`config.mk`:
```
export PLATFORM = sky130hd
export DESIGN_NAME = ptb_front
export DESIGN_NICKNAME = d
export VERILOG_FILES = /design/src/hw/rtl/ptb_pkg.sv /design/src/hw/rtl/ptb_front.sv
export SDC_FILE = /design/constraint.sdc
export NUM_CORES = 1
export LEC_CHECK = 0
export BUFFER_PORTS_ARGS = -buffer_cell sky130_fd_sc_hd__buf_2
export CAP_MARGIN = 0
export CELL_PAD_IN_SITES_DETAIL_PLACEMENT = 2
export CELL_PAD_IN_SITES_GLOBAL_PLACEMENT = 2
export CORE_MARGIN = 2
export CORE_UTILIZATION = 34
export CTS_CLUSTER_DIAMETER = 80
export DETAILED_ROUTE_END_ITERATION = 10
export GPL_TIMING_DRIVEN = 0
export HOLD_SLACK_MARGIN = 0.06
export MAX_ROUTING_LAYER = met4
export PLACE_DENSITY = 0.72
export SYNTH_ARGS = -nofsm -noshare
export SYNTH_HDL_FRONTEND = slang
export SYNTH_SLANG_ARGS = --single-unit
```
`constraint.sdc`:
```
create_clock -name clk -period 2 [get_ports clk]
set_input_delay 0 -clock clk [delete_from_list [all_inputs] [get_ports clk]]
set_output_delay 0 -clock clk [all_outputs]
set_load 0.03 [all_outputs]
```
`src/hw/rtl/ptb_pkg.sv`:
```
`timescale 1ns / 1ps
package ptb_pkg;
	localparam int SYM_W    = 8;
	localparam int IDX_W    = 13;
	localparam int MAX_LEN  = 4096;
	localparam int TEXT_CAP = MAX_LEN + 1;
	localparam int NODE_CAP = MAX_LEN + 2;
	localparam int QDEPTH   = 2;

	localparam logic [IDX_W-1:0] ROOT_EMPTY = IDX_W'(0);
	localparam logic [IDX_W-1:0] ROOT_IMAG  = IDX_W'(1);

	typedef struct packed {
		logic [SYM_W-1:0] symbol;
		logic             new_string;
	} item_t;

	typedef struct packed {
		logic  valid;
		item_t item;
	} q_out_t;

	typedef enum logic [3:0] {
		ST_IDLE, ST_START, ST_WLEN, ST_WPOS, ST_WCMP, ST_FFC, ST_FKSEL,
		ST_FK, ST_FCMP, ST_CNT, ST_MAKE, ST_LINK, ST_RD, ST_EMIT
	} bstate_t;
endpackage

```
`src/hw/rtl/ptb_front.sv`:
```
`timescale 1ns / 1ps
module ptb_front import ptb_pkg::*; (
	input  logic             clk,
	input  logic             arst_n,
	input  logic             in_valid,
	output logic             in_ready,
	input  logic [SYM_W-1:0] in_symbol,
	input  logic             in_new_string,
	output q_out_t           q_out,
	input  logic             q_pop
);
	item_t      slot_q [QDEPTH];
	logic       rd_q, wr_q;
	logic [1:0] cnt_q;
	logic       push;
	logic       pop;
	item_t      incoming;

	assign in_ready = (cnt_q != 2'(QDEPTH));
	assign push     = in_valid && in_ready;
	assign pop      = q_pop && (cnt_q != 2'd0);
	assign q_out.valid = (cnt_q != 2'd0);
	assign q_out.item  = slot_q[rd_q];

	always_comb begin
		incoming.symbol     = in_symbol;
		incoming.new_string = in_new_string;
	end

	always_ff @(posedge clk) begin
		if (push) begin
			slot_q[wr_q] <= incoming;
		end
	end

	always_ff @(posedge clk or negedge arst_n) begin
		if (!arst_n) begin
			rd_q  <= 1'b0;
			wr_q  <= 1'b0;
			cnt_q <= 2'd0;
		end else begin
			if (push) begin
				wr_q <= ~wr_q;
			end
			if (pop) begin
				rd_q <= ~rd_q;
			end
			cnt_q <= cnt_q + 2'(push) - 2'(pop);
		end
	end
endmodule

```
# Yosys cells after proc, flatten, opt, wreduce, memory -nomap -nowiden
# Memories as Yosys holds them, arrays and structs flattened.
# Cells that the tools add are included.
# totals
regBits	4
inputBits	13
mem_count	1
mem_bits_rw	18
output_inout_bits	11
# classes
n_reduce_logical	3
muxes	2
addsub	2
bitwise_logic	2
eq_ne	1
# mem_list
name	words	width	rd	rd_ports_with_merged_regs	wr	line	rtl
slot_q	2	9	1	0	1	ptb_front.sv:12	item_t slot_q [QDEPTH];
# op_table
op	n
adder 2 x 1 -> 2 bit	1
logical AND 1 bit	2
two-way mux 1 bit	2
inequality test 2 bit, second input constant	1
NOT 1 bit	2
nonzero test 2 bit	1
subtractor 2 x 1 -> 2 bit	1

# Depth between registers and ports, before layout
# logic_depth
word_depth	4
ltp_mapped	7

# Least setup slack after synthesis
# OpenSTA, ideal clock, no wires.
# synth_path
kind	register to register
start	register cnt_q[1]
end	register cnt_q[1]
path_slack_ns	0.222
stages_incl_launch_ff	8
period_less_slack_ns	1.778
n_path_buf	0
t_arrival_ns	1.655
path_cell_list	dfrtp_1 > or2_1 > and2_4 > ha_1 > inv_1 > ha_1 > xnor2_1 > xnor2_1
# synth_lines
element	line	rtl
from (decl)	ptb_front.sv:14	logic [1:0] cnt_q;
from (signal assigned)	ptb_front.sv:48	cnt_q <= cnt_q + 2'(push) - 2'(pop);

# Worst setup path in the final report
# layout_path
start	register cnt_q[1]
end	register cnt_q[1]
# layout_between
elab_cells_between_ends	6
cone_classes	2 x add/sub; 1 x eq/ne; 3 x reduce/logical
# layout_lines
element	line	rtl
nonzero test 2 bit	ptb_front.sv:21	assign pop = q_pop && (cnt_q != 2'd0);
logical AND 1 bit	ptb_front.sv:21	
via pop	ptb_front.sv:16	logic pop;
subtractor 2 x 1 -> 2 bit	ptb_front.sv:48	
# The timed path passes the listed nets, and every way through them passes these cells.
# A chain may end at the register's enable or synchronous reset.

==> qor.tcl <==
set qor(result_of_the_run) {complete, no violations}
set qor(clkSlewWorstSetupHoldPaths_ns) 0.12
set qor(drc_errors) 0
set qor(total_overflow_reported_by_the_global_router) 0
set qor(timing.critical_path.arrival_ns) 1.94
set qor(worst_setup_path_end_kind) {flip-flop}
set qor(critical_path_required_ns) 2.23
set qor(dr.first_iter.drc_count) 5
set qor(yosysWarningCount) 0
set qor(tightestPinTransition_ns) 0.794
set qor(max_slew_margin_pct) 46.9
set qor(grt_setup_unrepaired) {no}
set qor(globalplace.congestion) 0.625
set qor(stdcell_count) 115
set qor(swShare_pct) 38.4
set qor(cts_made_buffers) 3
set qor(dieWidth_um) 53.9
set qor(layout.cell_area.non_filler_sq_um) 1150
set qor(achievable-frequency_mhz) 585
set qor(area_growth_pct) 36.5
set qor(wl_met3_um) 68
set qor(vias) 514
set qor(floorplan.die_area_sq_um) 2900
set qor(route.detailed.vias_per_inst) 4.47
set qor(antenna_found_initial) 0
set qor(design.portCount) 24
set qor(chipHeight_um) 53.9
set qor(timing.max_cap.violations) 0
set qor(std_cell_rows) 18
set qor(antenna_cells_inserted) 0
set qor(sequential_cell_fraction_of_total_power_pct) 44.1
set qor(worst_slack_ns) 0.292
set qor(clock_share_of_power_pct) 12.8
set qor(vdd_ir_drop_max_uv) 606
set qor(dpl_cell_area_sq_um) 998
set qor(clk-insertion-delay-late_ns) 0.30
set qor(setup.worst_path.class) {reg2reg}
set qor(synth-xor-area-share_pct) 4.14
set qor(initial_utilization_pct) 35.1
set qor(synth-compound-area-share_pct) 0
set qor(final_common_cell) {sky130_fd_sc_hd__buf_2}
set qor(gr-usage-all-layers_pct) 12.5
set qor(final_core_util_pct) 47.9
set qor(final_min_period_over_clock_period_pct) 85.4
set qor(detailedRoute.firstPassIterationCount) 2
set qor(yosys.cell_types.count) 14
set qor(multiplexer_share_of_the_synthesized_area_pct) 12.0
set qor(crit_fanout) 3
set qor(cts_buffer_depth) 2
set qor(regToRegEndpoint) {cnt_q[1]$_DFF_PN0_}
set qor(synth_cells) 45
set qor(yosys.area_share.adder_pct) 2.96
set qor(detailroute.wirelength.met2_um) 869
set qor(setup_violations) 0
set qor(final.fill_count) 245
set qor(grt_pass1_wl_um) 2380
set qor(postSynthAreaPerCell_sq_um) 18.8
set qor(cts_setup_buffers) 0
set qor(grt_pass1_vias) 532
set qor(core-area_sq_um) 2410
set qor(grt_max_degree) 13
set qor(p_comb_share_pct) 43.2
set qor(postSynthNetCount) 60
set qor(finalMaxSlewViolations) 0
set qor(synth_top_family_by_area) {multiplexers}
set qor(place.detailed.instances) 98
set qor(cts_tree) {yes}
set qor(power_density_nw_per_um2) 1350
set qor(holdPathEnd) {slot_q[1][5]$_DFFE_PP_}
set qor(min-delay-start) {in_symbol[4]}
set qor(routedLengthMet1_um) 590
set qor(final_nets) 101
set qor(flop2flop_setup_slack_ns) 0.29
set qor(wire_per_inst_um) 13.3
set qor(worst_hold_path.num_cells) 2
set qor(sequential_element_share_of_the_synthesized_area_pct) 75.7
set qor(mostFrequentLayoutCells) {sky130_fd_sc_hd__buf_2 (24), sky130_fd_sc_hd__edfxtp_1 (18), sky130_fd_sc_hd__dlygate4sd3_1 (13)}
set qor(cts_sinks) 22
set qor(postRouteAntennaNets) 0
set qor(finalHoldViolCount) 0
set qor(number_of_synthesized_register_bits) 22
set qor(holdCritPathClass) {in2reg}
set qor(post_synth_and_or_nand_nor_area_fraction_pct) 4.14
set qor(fin_setup_tns_ns) 0
set qor(detailedPlacementHpwl_um) 1110
set qor(switchingPower_uw) 598
set qor(h-tree-depth) 1
set qor(ctsRootBufferMaster) {sky130_fd_sc_hd__clkbuf_4}
set qor(synth.cell_area_sq_um) 846
set qor(highest_layer) {met3}
set qor(finalWirelength_um) 1530
set qor(finalClockSkew_ns) 0.00739
set qor(cells_on_worst_reg2reg_path) 7
set qor(power.internal_uw) 957
set qor(worst_setup_path_start_kind) {flip-flop}
set qor(worstReg2RegStart) {cnt_q[1]$_DFF_PN0_}
set qor(dp_slack_ns) 0.297
set qor(power.static_leakage_uw) 0.000463
set qor(drive_above_1_share_pct) 32.9
set qor(min_period_ns) 1.71
set qor(numPortBuffers) 23
-- power groups by stage --
| stage | logic [uW] | clock network (uW) | registers, uW |
|---|---|---|---|
| after floorplan | 496 | 0 | 680 |
| after global placement | 651 | 0 | 688 |
| after detailed placement | 671 | 0 | 697 |
| after CTS | 690 | 204 | 687 |
| after global routing | 736 | 224 | 701 |
| final | 671 | 198 | 686 |
-- critical path, cell delays in order (launching register included) --
cell,delay [ns]
sky130_fd_sc_hd__dfrtp_1,0.43
sky130_fd_sc_hd__or2_1,0.25
sky130_fd_sc_hd__and2_4,0.17
sky130_fd_sc_hd__ha_1,0.27
sky130_fd_sc_hd__inv_1,0.04
sky130_fd_sc_hd__ha_1,0.17
sky130_fd_sc_hd__xnor2_1,0.18
sky130_fd_sc_hd__xnor2_1,0.14
-- how the worst max path moves through the flow --
stage | start | endpoint | depth (start not counted)
floorplan | cnt_q[1]$_DFF_PN0_ | cnt_q[1]$_DFF_PN0_ | 7
global placement | cnt_q[1]$_DFF_PN0_ | cnt_q[1]$_DFF_PN0_ | 7
detailed placement | cnt_q[1]$_DFF_PN0_ | cnt_q[1]$_DFF_PN0_ | 7
CTS | cnt_q[1]$_DFF_PN0_ | cnt_q[1]$_DFF_PN0_ | 7
global route | cnt_q[1]$_DFF_PN0_ | cnt_q[1]$_DFF_PN0_ | 7
finish | cnt_q[1]$_DFF_PN0_ | cnt_q[1]$_DFF_PN0_ | 7
-- metal layers --
layer  vias to the layer above  global-route usage (%)
met1                       256                    14.9
li1                        244                       -
met3                         0                    1.67
met2                        14                    21.3
met5                         -                       -
met4                         0                    5.13
-- cell usage after synthesis --
master	number	area, sq um
sky130_fd_sc_hd__and2_4	1	8.76
sky130_fd_sc_hd__and3_1	1	6.26
sky130_fd_sc_hd__buf_2	1	5.00
sky130_fd_sc_hd__dfrtp_1	4	100
sky130_fd_sc_hd__edfxtp_1	18	541
sky130_fd_sc_hd__ha_1	2	25.0
sky130_fd_sc_hd__inv_1	1	3.75
sky130_fd_sc_hd__mux2_1	9	101
sky130_fd_sc_hd__nand2_1	1	3.75
sky130_fd_sc_hd__nand2b_1	1	6.26
sky130_fd_sc_hd__nor2_1	1	3.75
sky130_fd_sc_hd__or2_1	1	6.26
sky130_fd_sc_hd__xnor2_1	3	26.3
sky130_fd_sc_hd__xor2_1	1	8.76
-- sequential cells by signal, summed over array words and instances, names as in the netlist --
signal	count
wr_q	1
cnt_q	2
rd_q	1
slot_q	18
-- timing repair --
item                      4_1_cts  5_1_grt
gates resized for setup         0        0
hold buffers                   13        0
hold endpoints to repair       24        0
-- stage by stage --
step / hold WS, ns / total power, uW
2_1_floorplan: -0.296 / 1180
3_3_place_gp: -0.188 / 1340
3_5_place_dp: -0.187 / 1370
4_1_cts: 0.401 / 1580
5_1_grt: 0.415 / 1660
6_report: 0.419 / 1560
-- cell families after synthesis --
group,after synthesis
DFF,22
adders and majority gates,2
muxes,9
xor gates and xnor gates,4
buffers and inverters,2
and+or+nand+nor,6
-- cell type report --
| type | count | area [sq um] | share of cell area [%] |
|---|---|---|---|
| plain buffers | 1 | 5.00 | 0.433 |
| clock buffers | 3 | 22.5 | 1.95 |
| clock inverters | 1 | 3.75 | 0.325 |
| inverters | 1 | 3.75 | 0.325 |
| multi-input cells | 21 | 196 | 17.0 |
| flip-flops and latches | 22 | 641 | 55.5 |
| well taps | 30 | 37.5 | 3.25 |
| repair buffers | 36 | 245 | 21.2 |
Note: power is estimated with default switching activity, not from simulation.
